===== src/design/dccdmp_pkg.sv =====
// shared types, codes and constants for the dcc direct mode programmer
package dccdmp_pkg;

  // sample and history geometry
  localparam int SAMPLE_BITS = 10;
  // taps 0 and 10 form the baseline, taps 2 to 5 are checked for the pulse
  localparam int ACK_FAR_TAP = 10;
  localparam int ACK_FIRST_TAP = 2;
  localparam int ACK_LAST_TAP = 5;
  // entries kept before the shift: tap 0 comes straight from the new sample
  localparam int HIST_KEEP = ACK_FAR_TAP;

  // command and data constants of a direct mode packet
  localparam logic [7:0] CMD_WRITE_BYTE = 8'h7C;
  localparam logic [7:0] CMD_VERIFY_BYTE = 8'h74;
  localparam logic [7:0] CMD_BIT_MANIP = 8'h78;
  localparam logic [3:0] BIT_WRITE_HI = 4'hF;
  localparam logic [3:0] BIT_VERIFY_HI = 4'hE;
  localparam logic [15:0] CV_ADDR_MAX = 16'h03FF;
  localparam logic [2:0] LEN_RESET_PKT = 3'd3;
  localparam logic [2:0] LEN_DIRECT_PKT = 3'd4;

  // register reset values
  localparam logic [15:0] TIMEOUT_TICKS_RST = 16'd500;
  localparam logic [9:0] ACK_MARGIN_RST = 10'd5;
  localparam logic [3:0] RESET_COUNT_RST = 4'd3;
  localparam logic [3:0] DIRECT_COUNT_RST = 4'd5;
  localparam logic [3:0] RECOVERY_COUNT_RST = 4'd6;

  typedef enum logic [2:0] {
    MODE_WRITE_BYTE = 3'd0,
    MODE_VERIFY_BYTE = 3'd1,
    MODE_WRITE_BIT = 3'd2,
    MODE_VERIFY_BIT = 3'd3,
    MODE_TX_DONE = 3'd4,
    MODE_SAMPLE = 3'd5,
    MODE_TICK = 3'd6
  } mode_t;

  typedef enum logic [2:0] {
    OUT_ACK = 3'd0,
    OUT_NACK = 3'd1,
    OUT_TIMEOUT = 3'd2,
    OUT_BUSY = 3'd3,
    OUT_BAD_ADDR = 3'd4
  } outcome_t;

  typedef enum logic {
    KIND_PACKET = 1'b0,
    KIND_OUTCOME = 1'b1
  } kind_t;

  typedef enum logic [2:0] {
    CFG_TIMEOUT_TICKS = 3'd0,
    CFG_ACK_MARGIN = 3'd1,
    CFG_RESET_COUNT = 3'd2,
    CFG_DIRECT_COUNT = 3'd3,
    CFG_RECOVERY_COUNT = 3'd4
  } cfg_index_t;

  typedef enum logic [3:0] {
    PH_IDLE = 4'b0001,
    PH_INIT = 4'b0010,
    PH_DIRECT = 4'b0100,
    PH_RECOVER = 4'b1000
  } phase_t;

  typedef struct packed {
    logic [15:0] timeout_ticks;
    logic [9:0] ack_margin;
    logic [3:0] reset_count;
    logic [3:0] direct_count;
    logic [3:0] recovery_count;
  } cfg_t;

  typedef struct packed {
    mode_t mode;
    logic [15:0] cv_address;
    logic [7:0] cv_value;
    logic [2:0] bit_position;
    logic [SAMPLE_BITS-1:0] sample;
    logic [7:0] done_tag;
  } item_t;

  typedef struct packed {
    logic [7:0] b0;
    logic [7:0] b1;
    logic [7:0] b2;
    logic [7:0] b3;
  } pkt_t;

  typedef struct packed {
    kind_t kind;
    logic [2:0] packet_length;
    logic [7:0] byte_zero;
    logic [7:0] byte_one;
    logic [7:0] byte_two;
    logic [7:0] byte_three;
    logic [7:0] packet_tag;
    outcome_t outcome;
  } result_t;

endpackage


===== src/design/dcc_direct_mode_programmer.sv =====
// top level: stream ports, configuration registers, input and result registers
// a request is taken into the input register and moves on when the result
// slot frees, through the single-pass sequencer update into the result register
// throughput: one request per cycle while the result slot is not held
// reset: synchronous, clears phase, counters, tags and sample history, loads
// the register defaults; no clearing pass, requests are taken right after reset
module dcc_direct_mode_programmer (
  input  logic        clk,
  input  logic        rst,
  input  logic        s_tvalid,
  output logic        s_tready,
  // cv_address[15:0], cv_value[23:16], bit_position[26:24], sample[36:27],
  // done_tag[44:37], zero pad
  input  logic [47:0] s_tdata,
  // mode[2:0]
  input  logic [2:0]  s_tuser,
  output logic        m_tvalid,
  input  logic        m_tready,
  // packet_length[2:0], byte_zero[10:3], byte_one[18:11], byte_two[26:19],
  // byte_three[34:27], packet_tag[42:35], outcome[45:43], zero pad
  output logic [47:0] m_tdata,
  // kind[0]
  output logic        m_tuser,
  input  logic        cfg_valid,
  output logic        cfg_ready,
  input  logic [2:0]  cfg_index,
  input  logic [15:0] cfg_data
);
  import dccdmp_pkg::*;

  cfg_t cfg;
  item_t item_q;
  logic in_valid;
  logic go;
  logic seq_valid;
  result_t seq_res;
  result_t out_q;
  logic ack_pulse;

  // configuration registers
  assign cfg_ready = 1'b1;

  always_ff @(posedge clk) begin
    if (rst) begin
      cfg.timeout_ticks <= TIMEOUT_TICKS_RST;
      cfg.ack_margin <= ACK_MARGIN_RST;
      cfg.reset_count <= RESET_COUNT_RST;
      cfg.direct_count <= DIRECT_COUNT_RST;
      cfg.recovery_count <= RECOVERY_COUNT_RST;
    end else if (cfg_valid && cfg_ready) begin
      unique case (cfg_index_t'(cfg_index))
        CFG_TIMEOUT_TICKS: cfg.timeout_ticks <= cfg_data;
        CFG_ACK_MARGIN: cfg.ack_margin <= cfg_data[9:0];
        CFG_RESET_COUNT: cfg.reset_count <= cfg_data[3:0];
        CFG_DIRECT_COUNT: cfg.direct_count <= cfg_data[3:0];
        CFG_RECOVERY_COUNT: cfg.recovery_count <= cfg_data[3:0];
        default: begin
        end
      endcase
    end
  end

  // request handshake: the held request moves on when the result slot frees
  assign go = in_valid && (!m_tvalid || m_tready);
  assign s_tready = !in_valid || go;

  always_ff @(posedge clk) begin
    if (rst) begin
      in_valid <= 1'b0;
    end else if (s_tvalid && s_tready) begin
      in_valid <= 1'b1;
    end else if (go) begin
      in_valid <= 1'b0;
    end
  end

  // input register
  always_ff @(posedge clk) begin
    if (s_tvalid && s_tready) begin
      item_q.mode <= mode_t'(s_tuser);
      item_q.cv_address <= s_tdata[15:0];
      item_q.cv_value <= s_tdata[23:16];
      item_q.bit_position <= s_tdata[26:24];
      item_q.sample <= s_tdata[36:27];
      item_q.done_tag <= s_tdata[44:37];
    end
  end

  dccdmp_ack_detect u_ack (
    .clk        (clk),
    .rst        (rst),
    .shift      (go && item_q.mode == MODE_SAMPLE),
    .sample     (item_q.sample),
    .ack_margin (cfg.ack_margin),
    .ack_pulse  (ack_pulse)
  );

  dccdmp_sequencer u_seq (
    .clk       (clk),
    .rst       (rst),
    .go        (go),
    .item      (item_q),
    .cfg       (cfg),
    .ack_pulse (ack_pulse),
    .res_valid (seq_valid),
    .res       (seq_res)
  );

  // result register
  always_ff @(posedge clk) begin
    if (rst) begin
      m_tvalid <= 1'b0;
    end else if (go && seq_valid) begin
      m_tvalid <= 1'b1;
    end else if (m_tready) begin
      m_tvalid <= 1'b0;
    end
  end

  always_ff @(posedge clk) begin
    if (go && seq_valid) out_q <= seq_res;
  end

  assign m_tuser = out_q.kind;
  assign m_tdata = {2'b00, out_q.outcome, out_q.packet_tag, out_q.byte_three,
                    out_q.byte_two, out_q.byte_one, out_q.byte_zero, out_q.packet_length};

endmodule


===== src/design/dccdmp_ack_detect.sv =====
// current sample history and acknowledge pulse detector
module dccdmp_ack_detect (
  input  logic                            clk,
  input  logic                            rst,
  input  logic                            shift,
  input  logic [dccdmp_pkg::SAMPLE_BITS-1:0] sample,
  input  logic [9:0]                      ack_margin,
  output logic                            ack_pulse
);
  import dccdmp_pkg::*;

  // history before the shift, entry 0 is the newest stored sample
  logic [SAMPLE_BITS-1:0] hist [HIST_KEEP];
  logic [SAMPLE_BITS:0] base_sum;
  logic [SAMPLE_BITS:0] thr;
  logic [ACK_LAST_TAP-ACK_FIRST_TAP:0] over;

  // shift line of samples
  always_ff @(posedge clk) begin
    if (rst) begin
      for (int i = 0; i < HIST_KEEP; i++) hist[i] <= '0;
    end else if (shift) begin
      hist[0] <= sample;
      for (int i = 1; i < HIST_KEEP; i++) hist[i] <= hist[i-1];
    end
  end

  // threshold from the history after the new sample shifts in
  assign base_sum = {1'b0, sample} + {1'b0, hist[ACK_FAR_TAP-1]};
  assign thr = {1'b0, base_sum[SAMPLE_BITS:1]} + (SAMPLE_BITS+1)'(ack_margin);

  // new tap k is old entry k-1
  always_comb begin
    for (int k = ACK_FIRST_TAP; k <= ACK_LAST_TAP; k++) begin
      over[k-ACK_FIRST_TAP] = {1'b0, hist[k-1]} > thr;
    end
  end

  assign ack_pulse = &over;

endmodule


===== src/design/dccdmp_sequencer.sv =====
// phase sequencer: packet building, packet emission, timeout and outcome
module dccdmp_sequencer (
  input  logic                clk,
  input  logic                rst,
  input  logic                go,
  input  dccdmp_pkg::item_t   item,
  input  dccdmp_pkg::cfg_t    cfg,
  input  logic                ack_pulse,
  output logic                res_valid,
  output dccdmp_pkg::result_t res
);
  import dccdmp_pkg::*;

  phase_t phase, phase_next;
  logic [3:0] phase_rem, phase_rem_next;
  logic ack_seen, ack_seen_next;
  logic [15:0] tcount, tcount_next;
  logic [7:0] last_tag, last_tag_next;
  pkt_t direct_pkt, direct_pkt_next;

  logic is_start;
  pkt_t pkt_built;
  logic [7:0] cmd_byte, data_byte;
  phase_t src_phase, adv_phase;
  logic [3:0] adv_rem;
  logic adv_ack;
  logic [7:0] adv_tag;
  pkt_t adv_pkt;
  result_t adv_res;
  logic [15:0] tcount_inc;

  assign is_start = (item.mode == MODE_WRITE_BYTE) || (item.mode == MODE_VERIFY_BYTE) ||
                    (item.mode == MODE_WRITE_BIT) || (item.mode == MODE_VERIFY_BIT);

  // build the direct packet of a start request
  always_comb begin
    unique case (item.mode)
      MODE_WRITE_BYTE: begin
        cmd_byte = CMD_WRITE_BYTE;
        data_byte = item.cv_value;
      end
      MODE_VERIFY_BYTE: begin
        cmd_byte = CMD_VERIFY_BYTE;
        data_byte = item.cv_value;
      end
      MODE_WRITE_BIT: begin
        cmd_byte = CMD_BIT_MANIP;
        data_byte = {BIT_WRITE_HI, item.cv_value[0], item.bit_position};
      end
      default: begin
        cmd_byte = CMD_BIT_MANIP;
        data_byte = {BIT_VERIFY_HI, item.cv_value[0], item.bit_position};
      end
    endcase
    pkt_built.b0 = cmd_byte | {6'd0, item.cv_address[9:8]};
    pkt_built.b1 = item.cv_address[7:0];
    pkt_built.b2 = data_byte;
    pkt_built.b3 = pkt_built.b0 ^ pkt_built.b1 ^ data_byte;
  end

  // advance: next packet or final outcome, skipping empty phases
  always_comb begin
    src_phase = is_start ? PH_INIT : phase;
    adv_phase = src_phase;
    adv_rem = is_start ? cfg.reset_count : phase_rem;
    adv_ack = is_start ? 1'b0 : ack_seen;
    adv_pkt = is_start ? pkt_built : direct_pkt;
    adv_tag = last_tag;
    adv_res = '0;
    if (adv_phase == PH_INIT && adv_rem == 4'd0) begin
      adv_phase = PH_DIRECT;
      adv_rem = cfg.direct_count;
      adv_ack = 1'b0;
    end
    if (adv_phase == PH_DIRECT && adv_rem == 4'd0) begin
      adv_phase = PH_RECOVER;
      adv_rem = cfg.recovery_count;
    end
    if (adv_phase == PH_RECOVER && adv_rem == 4'd0) begin
      adv_res.kind = KIND_OUTCOME;
      adv_res.outcome = adv_ack ? OUT_ACK : OUT_NACK;
      adv_phase = PH_IDLE;
      adv_ack = 1'b0;
    end else begin
      adv_rem = adv_rem - 4'd1;
      adv_tag = last_tag + 8'd1;
      adv_res.kind = KIND_PACKET;
      adv_res.packet_tag = adv_tag;
      if (adv_phase == PH_DIRECT) begin
        adv_res.packet_length = LEN_DIRECT_PKT;
        adv_res.byte_zero = adv_pkt.b0;
        adv_res.byte_one = adv_pkt.b1;
        adv_res.byte_two = adv_pkt.b2;
        adv_res.byte_three = adv_pkt.b3;
      end else begin
        adv_res.packet_length = LEN_RESET_PKT;
      end
    end
  end

  assign tcount_inc = tcount + 16'd1;

  // per-request state update
  always_comb begin
    phase_next = phase;
    phase_rem_next = phase_rem;
    ack_seen_next = ack_seen;
    tcount_next = tcount;
    last_tag_next = last_tag;
    direct_pkt_next = direct_pkt;
    res_valid = 1'b0;
    res = '0;
    unique case (item.mode)
      MODE_WRITE_BYTE, MODE_VERIFY_BYTE, MODE_WRITE_BIT, MODE_VERIFY_BIT: begin
        res_valid = 1'b1;
        if (phase != PH_IDLE) begin
          res.kind = KIND_OUTCOME;
          res.outcome = OUT_BUSY;
        end else if (item.cv_address > CV_ADDR_MAX) begin
          res.kind = KIND_OUTCOME;
          res.outcome = OUT_BAD_ADDR;
        end else begin
          res = adv_res;
          phase_next = adv_phase;
          phase_rem_next = adv_rem;
          ack_seen_next = adv_ack;
          last_tag_next = adv_tag;
          tcount_next = '0;
          direct_pkt_next = pkt_built;
        end
      end
      MODE_TX_DONE: begin
        if (phase != PH_IDLE && item.done_tag == last_tag) begin
          res_valid = 1'b1;
          res = adv_res;
          phase_next = adv_phase;
          phase_rem_next = adv_rem;
          ack_seen_next = adv_ack;
          last_tag_next = adv_tag;
          if (adv_phase != src_phase) tcount_next = '0;
        end
      end
      MODE_SAMPLE: begin
        if ((phase == PH_DIRECT || phase == PH_RECOVER) && ack_pulse) ack_seen_next = 1'b1;
      end
      MODE_TICK: begin
        if (phase != PH_IDLE) begin
          tcount_next = tcount_inc;
          if (tcount_inc >= cfg.timeout_ticks || tcount_inc == 16'd0) begin
            res_valid = 1'b1;
            res.kind = KIND_OUTCOME;
            res.outcome = OUT_TIMEOUT;
            phase_next = PH_IDLE;
            phase_rem_next = '0;
            ack_seen_next = 1'b0;
            tcount_next = '0;
          end
        end
      end
      default: begin
      end
    endcase
  end

  // control registers
  always_ff @(posedge clk) begin
    if (rst) begin
      phase <= PH_IDLE;
      phase_rem <= '0;
      ack_seen <= 1'b0;
      tcount <= '0;
      last_tag <= '0;
    end else if (go) begin
      phase <= phase_next;
      phase_rem <= phase_rem_next;
      ack_seen <= ack_seen_next;
      tcount <= tcount_next;
      last_tag <= last_tag_next;
    end
  end

  // direct packet store, written by every start that is not rejected
  always_ff @(posedge clk) begin
    if (go) direct_pkt <= direct_pkt_next;
  end

  // an idle sequencer holds no leftover count or acknowledge
  a_idle_clean: assert property (@(posedge clk) disable iff (rst)
    phase == PH_IDLE |-> (phase_rem == 4'd0 && !ack_seen))
    else $error("idle phase with leftover count or ack");

  // every emitted packet advances the tag by one
  a_tag_step: assert property (@(posedge clk) disable iff (rst)
    (go && res_valid && res.kind == KIND_PACKET) |=> last_tag == 8'($past(last_tag) + 8'd1))
    else $error("packet tag did not advance by one");

  // a start rejected as busy leaves the sequence alone
  a_busy_hold: assert property (@(posedge clk) disable iff (rst)
    (go && res_valid && res.kind == KIND_OUTCOME && res.outcome == OUT_BUSY)
    |=> (phase == $past(phase) && phase_rem == $past(phase_rem)))
    else $error("busy rejection changed the sequence");

endmodule

===== config.mk =====
export PLATFORM = sky130hd
export DESIGN_NAME = dcc_direct_mode_programmer
export DESIGN_NICKNAME = d
export VERILOG_FILES = /design/src/design/dccdmp_pkg.sv /design/src/design/dcc_direct_mode_programmer.sv /design/src/design/dccdmp_ack_detect.sv /design/src/design/dccdmp_sequencer.sv
export SDC_FILE = /design/constraint.sdc
export NUM_CORES = 1
export LEC_CHECK = 0
export BUFFER_PORTS_ARGS = -buffer_cell sky130_fd_sc_hd__clkbuf_2
export CORE_AREA = 2 2 165 167
export CTS_CLUSTER_DIAMETER = 150
export DETAILED_ROUTE_END_ITERATION = 6
export DIE_AREA = 0 0 167 169
export PLACE_DENSITY = 0.74
export SLEW_MARGIN = 0
export SYNTH_ARGS = -nofsm -noshare
export SYNTH_HDL_FRONTEND = slang
export SYNTH_HIERARCHICAL = 1
export SYNTH_SLANG_ARGS = --single-unit

===== constraint.sdc =====
create_clock -name clk -period 9.73 [get_ports clk]
set_input_delay 0.4865 -clock clk [delete_from_list [all_inputs] [get_ports clk]]
set_output_delay 0.4865 -clock clk [all_outputs]
set_load 0.01 [all_outputs]

After elaboration in Yosys (flattened, before gate mapping)
Memory sizes are Yosys's and may differ from the RTL's.
Index checks and enable logic that the tools add are counted.
W data, S select, Z words.

word-level totals
  register bits = 200
  bits in writable memories = 100
  output and inout port bits = 52
  word-level logic and storage cells = 211
  memories kept = 1

memories
  memory      depth  bits a word  read ports  clocked after Yosys merged registers in  wr ports  line                     RTL
  u_ack.hist  10     10           10          0                                        10        dccdmp_ack_detect.sv:13  logic [SAMPLE_BITS-1:0] hist [HIST_KEEP];

cells by class
  add/subtract/negate cells = 5
  $lt $le $gt $ge = 6
  equality and inequality tests = 26
  multiplexer cells = 86
  bitwise logic cells = 15
  reduce and logical (&&, ||, !) cells = 42

operators by type and width
  cell                     count
  $mux W43                 3
  $mux W10                 10
  $mux W16                 6
  $pmux W43 S2             1
  $mux W4                  18
  $mux W32                 2
  $pmux W16 S3             1
  $mux W47                 1
  $gt A10 B11 Y1           4
  $mux W8                  4
  $pmux W8 S2              2
  $mux W1                  25
  $pmux W4 S3              2
  $add A10 B10 Y11         2
  $add A16 B1 Y16 const B  1
  $ge A16 B16 Y1           1
  $gt A16 B10 Y1 const B   1
  $logic_not A16 Y1        1
  $xor A8 B8 Y8            2
  $mux W3                  5
  $reduce_and A7 Y1        2
  $eq A3 B2 Y1 const B     4
  $eq A3 B3 Y1 const B     4
  $eq A4 B3 Y1 const B     3
  other kinds (32)         75

Longest topological paths before layout
  word-level depth = 18
  mapped depth = 25
  mapped depth without buffers = 25

Cells and area by module
Netlist, hierarchy kept.

by module, submodules not included
  module                      instances  cells an instance  area an instance (um2)
  dccdmp_ack_detect           1          413                5323.9
  dcc_direct_mode_programmer  1          269                4576.9
  dccdmp_sequencer            1          530                4460.5

Worst setup path before layout
No wires, ideal clock.

  path kind = reg2reg
  from = register item_q[8] (netlist name)
  to = register u_seq.ack_seen
  setup time = 0.059 ns
  arrival time = 4.852 ns
  path slack = 4.819 ns
  cell stages (with the launch flop) = 25
  path buffers = 0
  period minus slack after synthesis = 4.911 ns
  cell sequence = edfxtp_1 and2_1 fa_1 a21o_1 a21oi_1 nor2b_1 o21a_1 nor2_1 xnor2_1 ha_1 or4_1 o21a_1 nand2_1 xor2_1 ha_1 nand3_1 nor3_1 a311oi_1 o22ai_1 nor4_1 o211a_1 nor4b_1 nand2_1 a2111oi_0 a31o_1

between the ends
  word-level cells in the longest chain between the ends = 7
  elaborated cells between the ends (all ways) = 10
  those cells by class = 2 x add/sub; 4 x order compare; 1 x eq/ne; 3 x reduce/logical

RTL lines
  what                           line                              RTL
  $add A10 B10 Y11 *             dccdmp_ack_detect.sv:29           assign base_sum = {1'b0, sample} + {1'b0, hist[ACK_FAR_TAP-1]};
  $add A10 B10 Y11 *             dccdmp_ack_detect.sv:30           assign thr = {1'b0, base_sum[SAMPLE_BITS:1]} + (SAMPLE_BITS+1)'(ack_margin);
  $gt A10 B11 Y1                 dccdmp_ack_detect.sv:35           over[k-ACK_FIRST_TAP] = {1'b0, hist[k-1]} > thr;
  $reduce_and A4 Y1 *            dccdmp_ack_detect.sv:39           assign ack_pulse = &over;
  named net ack_pulse            dcc_direct_mode_programmer.sv:38  logic ack_pulse;
  $logic_and A1 B1 Y1 *          dccdmp_sequencer.sv:144           if ((phase == PH_DIRECT || phase == PH_RECOVER) && ack_pulse) ack_seen_next = 1'b1;
  $ne A2 B1 Y1 (no line) *       n/a
  $reduce_and A8 Y1 (no line) *  n/a
  to (signal assigned)           dccdmp_sequencer.sv:176           ack_seen <= ack_seen_next;
  to (decl)                      dccdmp_sequencer.sv:16            logic ack_seen, ack_seen_next;

Mark *: on every way through the listed nets, which the timed path passes. The rest lies on a longest branch.
A chain may end at the register's enable or synchronous reset.

Worst setup path after layout
  from = register item_q[8] (netlist name)
  to = register u_seq.ack_seen

between the ends
  word-level cells in the longest chain between the ends = 7
  elaborated cells between the ends (all ways) = 10
  those cells by class = 2 x add/sub; 4 x order compare; 1 x eq/ne; 3 x reduce/logical

RTL lines
  what                           line
  $add A10 B10 Y11 *             dccdmp_ack_detect.sv:29
  $add A10 B10 Y11 *             dccdmp_ack_detect.sv:30
  $gt A10 B11 Y1                 dccdmp_ack_detect.sv:35
  $reduce_and A4 Y1 *            dccdmp_ack_detect.sv:39
  named net ack_pulse            dcc_direct_mode_programmer.sv:38
  $logic_and A1 B1 Y1 *          dccdmp_sequencer.sv:144
  $ne A2 B1 Y1 (no line) *       n/a
  $reduce_and A8 Y1 (no line) *  n/a

Marked as above.

==> impl_results.md <==
- Share of the synthesized area in the top cell type: 0.466
- Crit start category: flop
- Worst-skew pair later-pin latency: 0.52 ns
- Final hold slack: 0.141 ns
- CP delay by family, top: compound AO/OA/AOI/OAI gates
- Initial core utilization: 0.542
- Mapped cell area: 14400 um2
- CP Data Arrival Time: 6.43 ns
- Synth Warn #: 6
- Synth async-reset ratio: 0
- Fin. Hold Viols: 0
- Top cells by instance count after synthesis: edfxtp_1, and2_1, nor2_1, ha_1, dfxtp_1
- Req. time, crit path: 10.20 ns
- Lkg Pwr: 6.53 nW
- Crit path kind: flop to flop
- Setup Fix Bufs, Post-CTS: 0
- # clock sinks: 296
- Max Clock Freq: 0.168 GHz
- Slowest CP cell: or4_1
- Area of the die: 28200 um2
- Max stage delay on crit path: 0.48 ns
- Count leader, synth: edfxtp_1
- Area growth syn-to-layout: 13.4%
- Die width: 167 um
- I/O Buffers: 120
- WL met3: 1410 um
- CTS tree: built
- Metal-1 WL: 13200 um
- Ports: 127
- Vias in the first global route: 9192
- Worst reg-to-reg setup slack: 3.76 ns
- DR vias/cell: 5.63
- Minimum clock period: 5.97 ns
- Die height: 169 um
- CTS root buf: clkbuf_16
- Top Metal Used: met4
- Worst rel slew slack: 0.237
- Ratio of cells with drive above 1 in the final layout: 0.150
- CP cell instances: and2_1, fa_1, a21o_1, a21oi_1, nor2b_1, o21a_1, nor2_1, xnor2_1, ha_1, or4_1, o21a_1, nand2_1, xor2_1, ha_1, nand4_1, o32ai_1, a31oi_1, o22ai_1, nor4_1, o211a_1, nor4b_1, nand2_1, a2111oi_0, a31o_1
- Max IR drop VDD: 147 uV
- WP buf/inv: 0
- Yosys cell types: 77
- Hold crit path type: input pin to flop
- DRT Pass-1 Iters: 5
- Pin count of the biggest net entering global routing: 101
- Seq/Total Area, Yosys: 0.568
- Drt total wl: 28800 um
- Post-CTS Hold Fix Bufs: 0
- Fin Clk Skew: 0.0286 ns
- Nets@finish: 1472
- Antenna diodes: 0
- RSZ-0062 raised after global routing: no
- Gr ovfl total: 0
- DR WL/cell: 17.1 um
- Final setup TNS: 0 ns
- Wire length on met2: 13500 um
- All-layer global routing usage: 0.202
- Status: finished, final reports clean
- Initial antenna violation count: 1
- Slew @ Worst Pin: 1.14 ns
- Max-Cap Viols: 0
- Post-Route Utilization: 0.614
- Mapped Avg Cell Area: 11.8 um2
- Post-synth EDFFs: 223
- Via count: 9484
- Global-route wire length before repair: 46300 um
- Core area: 26500 um2
- Syn Inst Count: 1212
- DRC Markers: 0
- Max H-tree Level: 2
- Antenna-violating nets left: 0
- Final Cycle Share: 0.613
- Area contributors post-synth: edfxtp_1, dfxtp_1, ha_1
- PwrDens: 180 nW/um2
- Final Max Tran Viols: 0
- Starting DRT DRC Count: 841
- Row cnt: 60
- Max clock buf depth: 3
- Post-CTS resize count: 0
- #FFs+latches synth: 296
- Post-synth top area cell: edfxtp_1
- Top_reg_cell synth: edfxtp_1
- Worst-path maximum fanout: 5
- Clock-pin slew on the worst setup and hold paths: 0.06 ns
- HPWL after DPL: 19600 um
- Gpl congestion: 0.880
- Worst Setup End Kind: flop
- TritonCTS Buffers: 34
- Endpoints failing setup: 0
## cells by family (layout without fill, tap and decap cells)
family / count (synthesis) / in the layout / share of synthesized area
buffers and inverters: 105 / 237 / 0.0311
xor gates and xnor gates: 64 / 64 / 0.0390
DFF: 296 / 296 / 0.568
adders and majority gates: 77 / 77 / 0.0681
other: 3 / 4 / 0.000784
muxes: 56 / 56 / 0.0392
AOI/OAI and AO/OA: 178 / 178 / 0.0882
and+or+nand+nor: 433 / 433 / 0.166
## path summary, 6_finish.rpt
kind | start | end | cells past startpoint
max | item_q[8]$_DFFE_PP_ | u_seq/ack_seen$_SDFFE_PP0P_ | 24
min | s_tdata[38] | item_q[1]$_DFFE_PP_ | 1
max reg2reg | item_q[8]$_DFFE_PP_ | u_seq/ack_seen$_SDFFE_PP0P_ | 24
min reg2reg | cfg[35]$_SDFFE_PP0P_ | cfg[35]$_SDFFE_PP0P_ | 2
## sequential cells by signal, indices dropped and copies added, names as in the netlist
name / flops
item_q: 48
m_tdata: 46
u_seq/last_tag: 8
in_valid: 1
m_tvalid: 1
u_seq/phase_rem: 4
u_seq/direct_pkt: 28
cfg: 38
u_seq/phase: 4
u_seq/ack_seen: 1
u_ack/hist: 100
u_seq/tcount: 16
m_tuser: 1
## cell usage in the layout (no fill, tap or decap), types with 20 or more instances in the layout
master	count
a21oi_1	43
and2_1	109
clkbuf_16	35
clkbuf_2	120
dfxtp_1	73
edfxtp_1	223
ha_1	75
inv_1	47
mux2i_1	54
nand2_1	54
nand2b_1	46
nand3_1	28
nor2_1	91
nor3_1	20
xnor2_1	36
xor2_1	28
## layout make-up
| class | count | area [um2] |
|---|---|---|
| flip-flops and latches | 296 | 8160 |
| repair buffers | 129 | 668 |
| multi-input cells | 812 | 5780 |
| clock inverters | 15 | 123 |
| fillers | 2093 | 10200 |
| clock buffers | 46 | 947 |
| inverters | 47 | 176 |
| well taps | 341 | 427 |
## layer usage
metal / vias to the layer above / GRT usage
met2: 267 / 0.330
li1: 4610 / -
met3: 60 / 0.0327
met1: 4547 / 0.277
met5: - / 0
met4: 0 / 0.0675
## power breakdown
part	total [mW]	switching [mW]	internal, mW
registers	1.42	0.0209	1.40
logic	0.304	0.179	0.125
clock network	1.21	0.498	0.716
## stage by stage
stage	setup slack, ns	std cells	area (um2)	total power [mW]
2_1_floorplan	4.82	1213	14400	1.66
3_3_place_gp	3.92	1625	15200	1.73
3_5_place_dp	3.90	1625	15200	1.74
4_1_cts	3.85	1686	16300	2.96
5_1_grt	3.35	1686	16300	3.05
6_report	3.76	1686	16300	2.94
No activity file was read; power rests on OpenSTA's default activity.
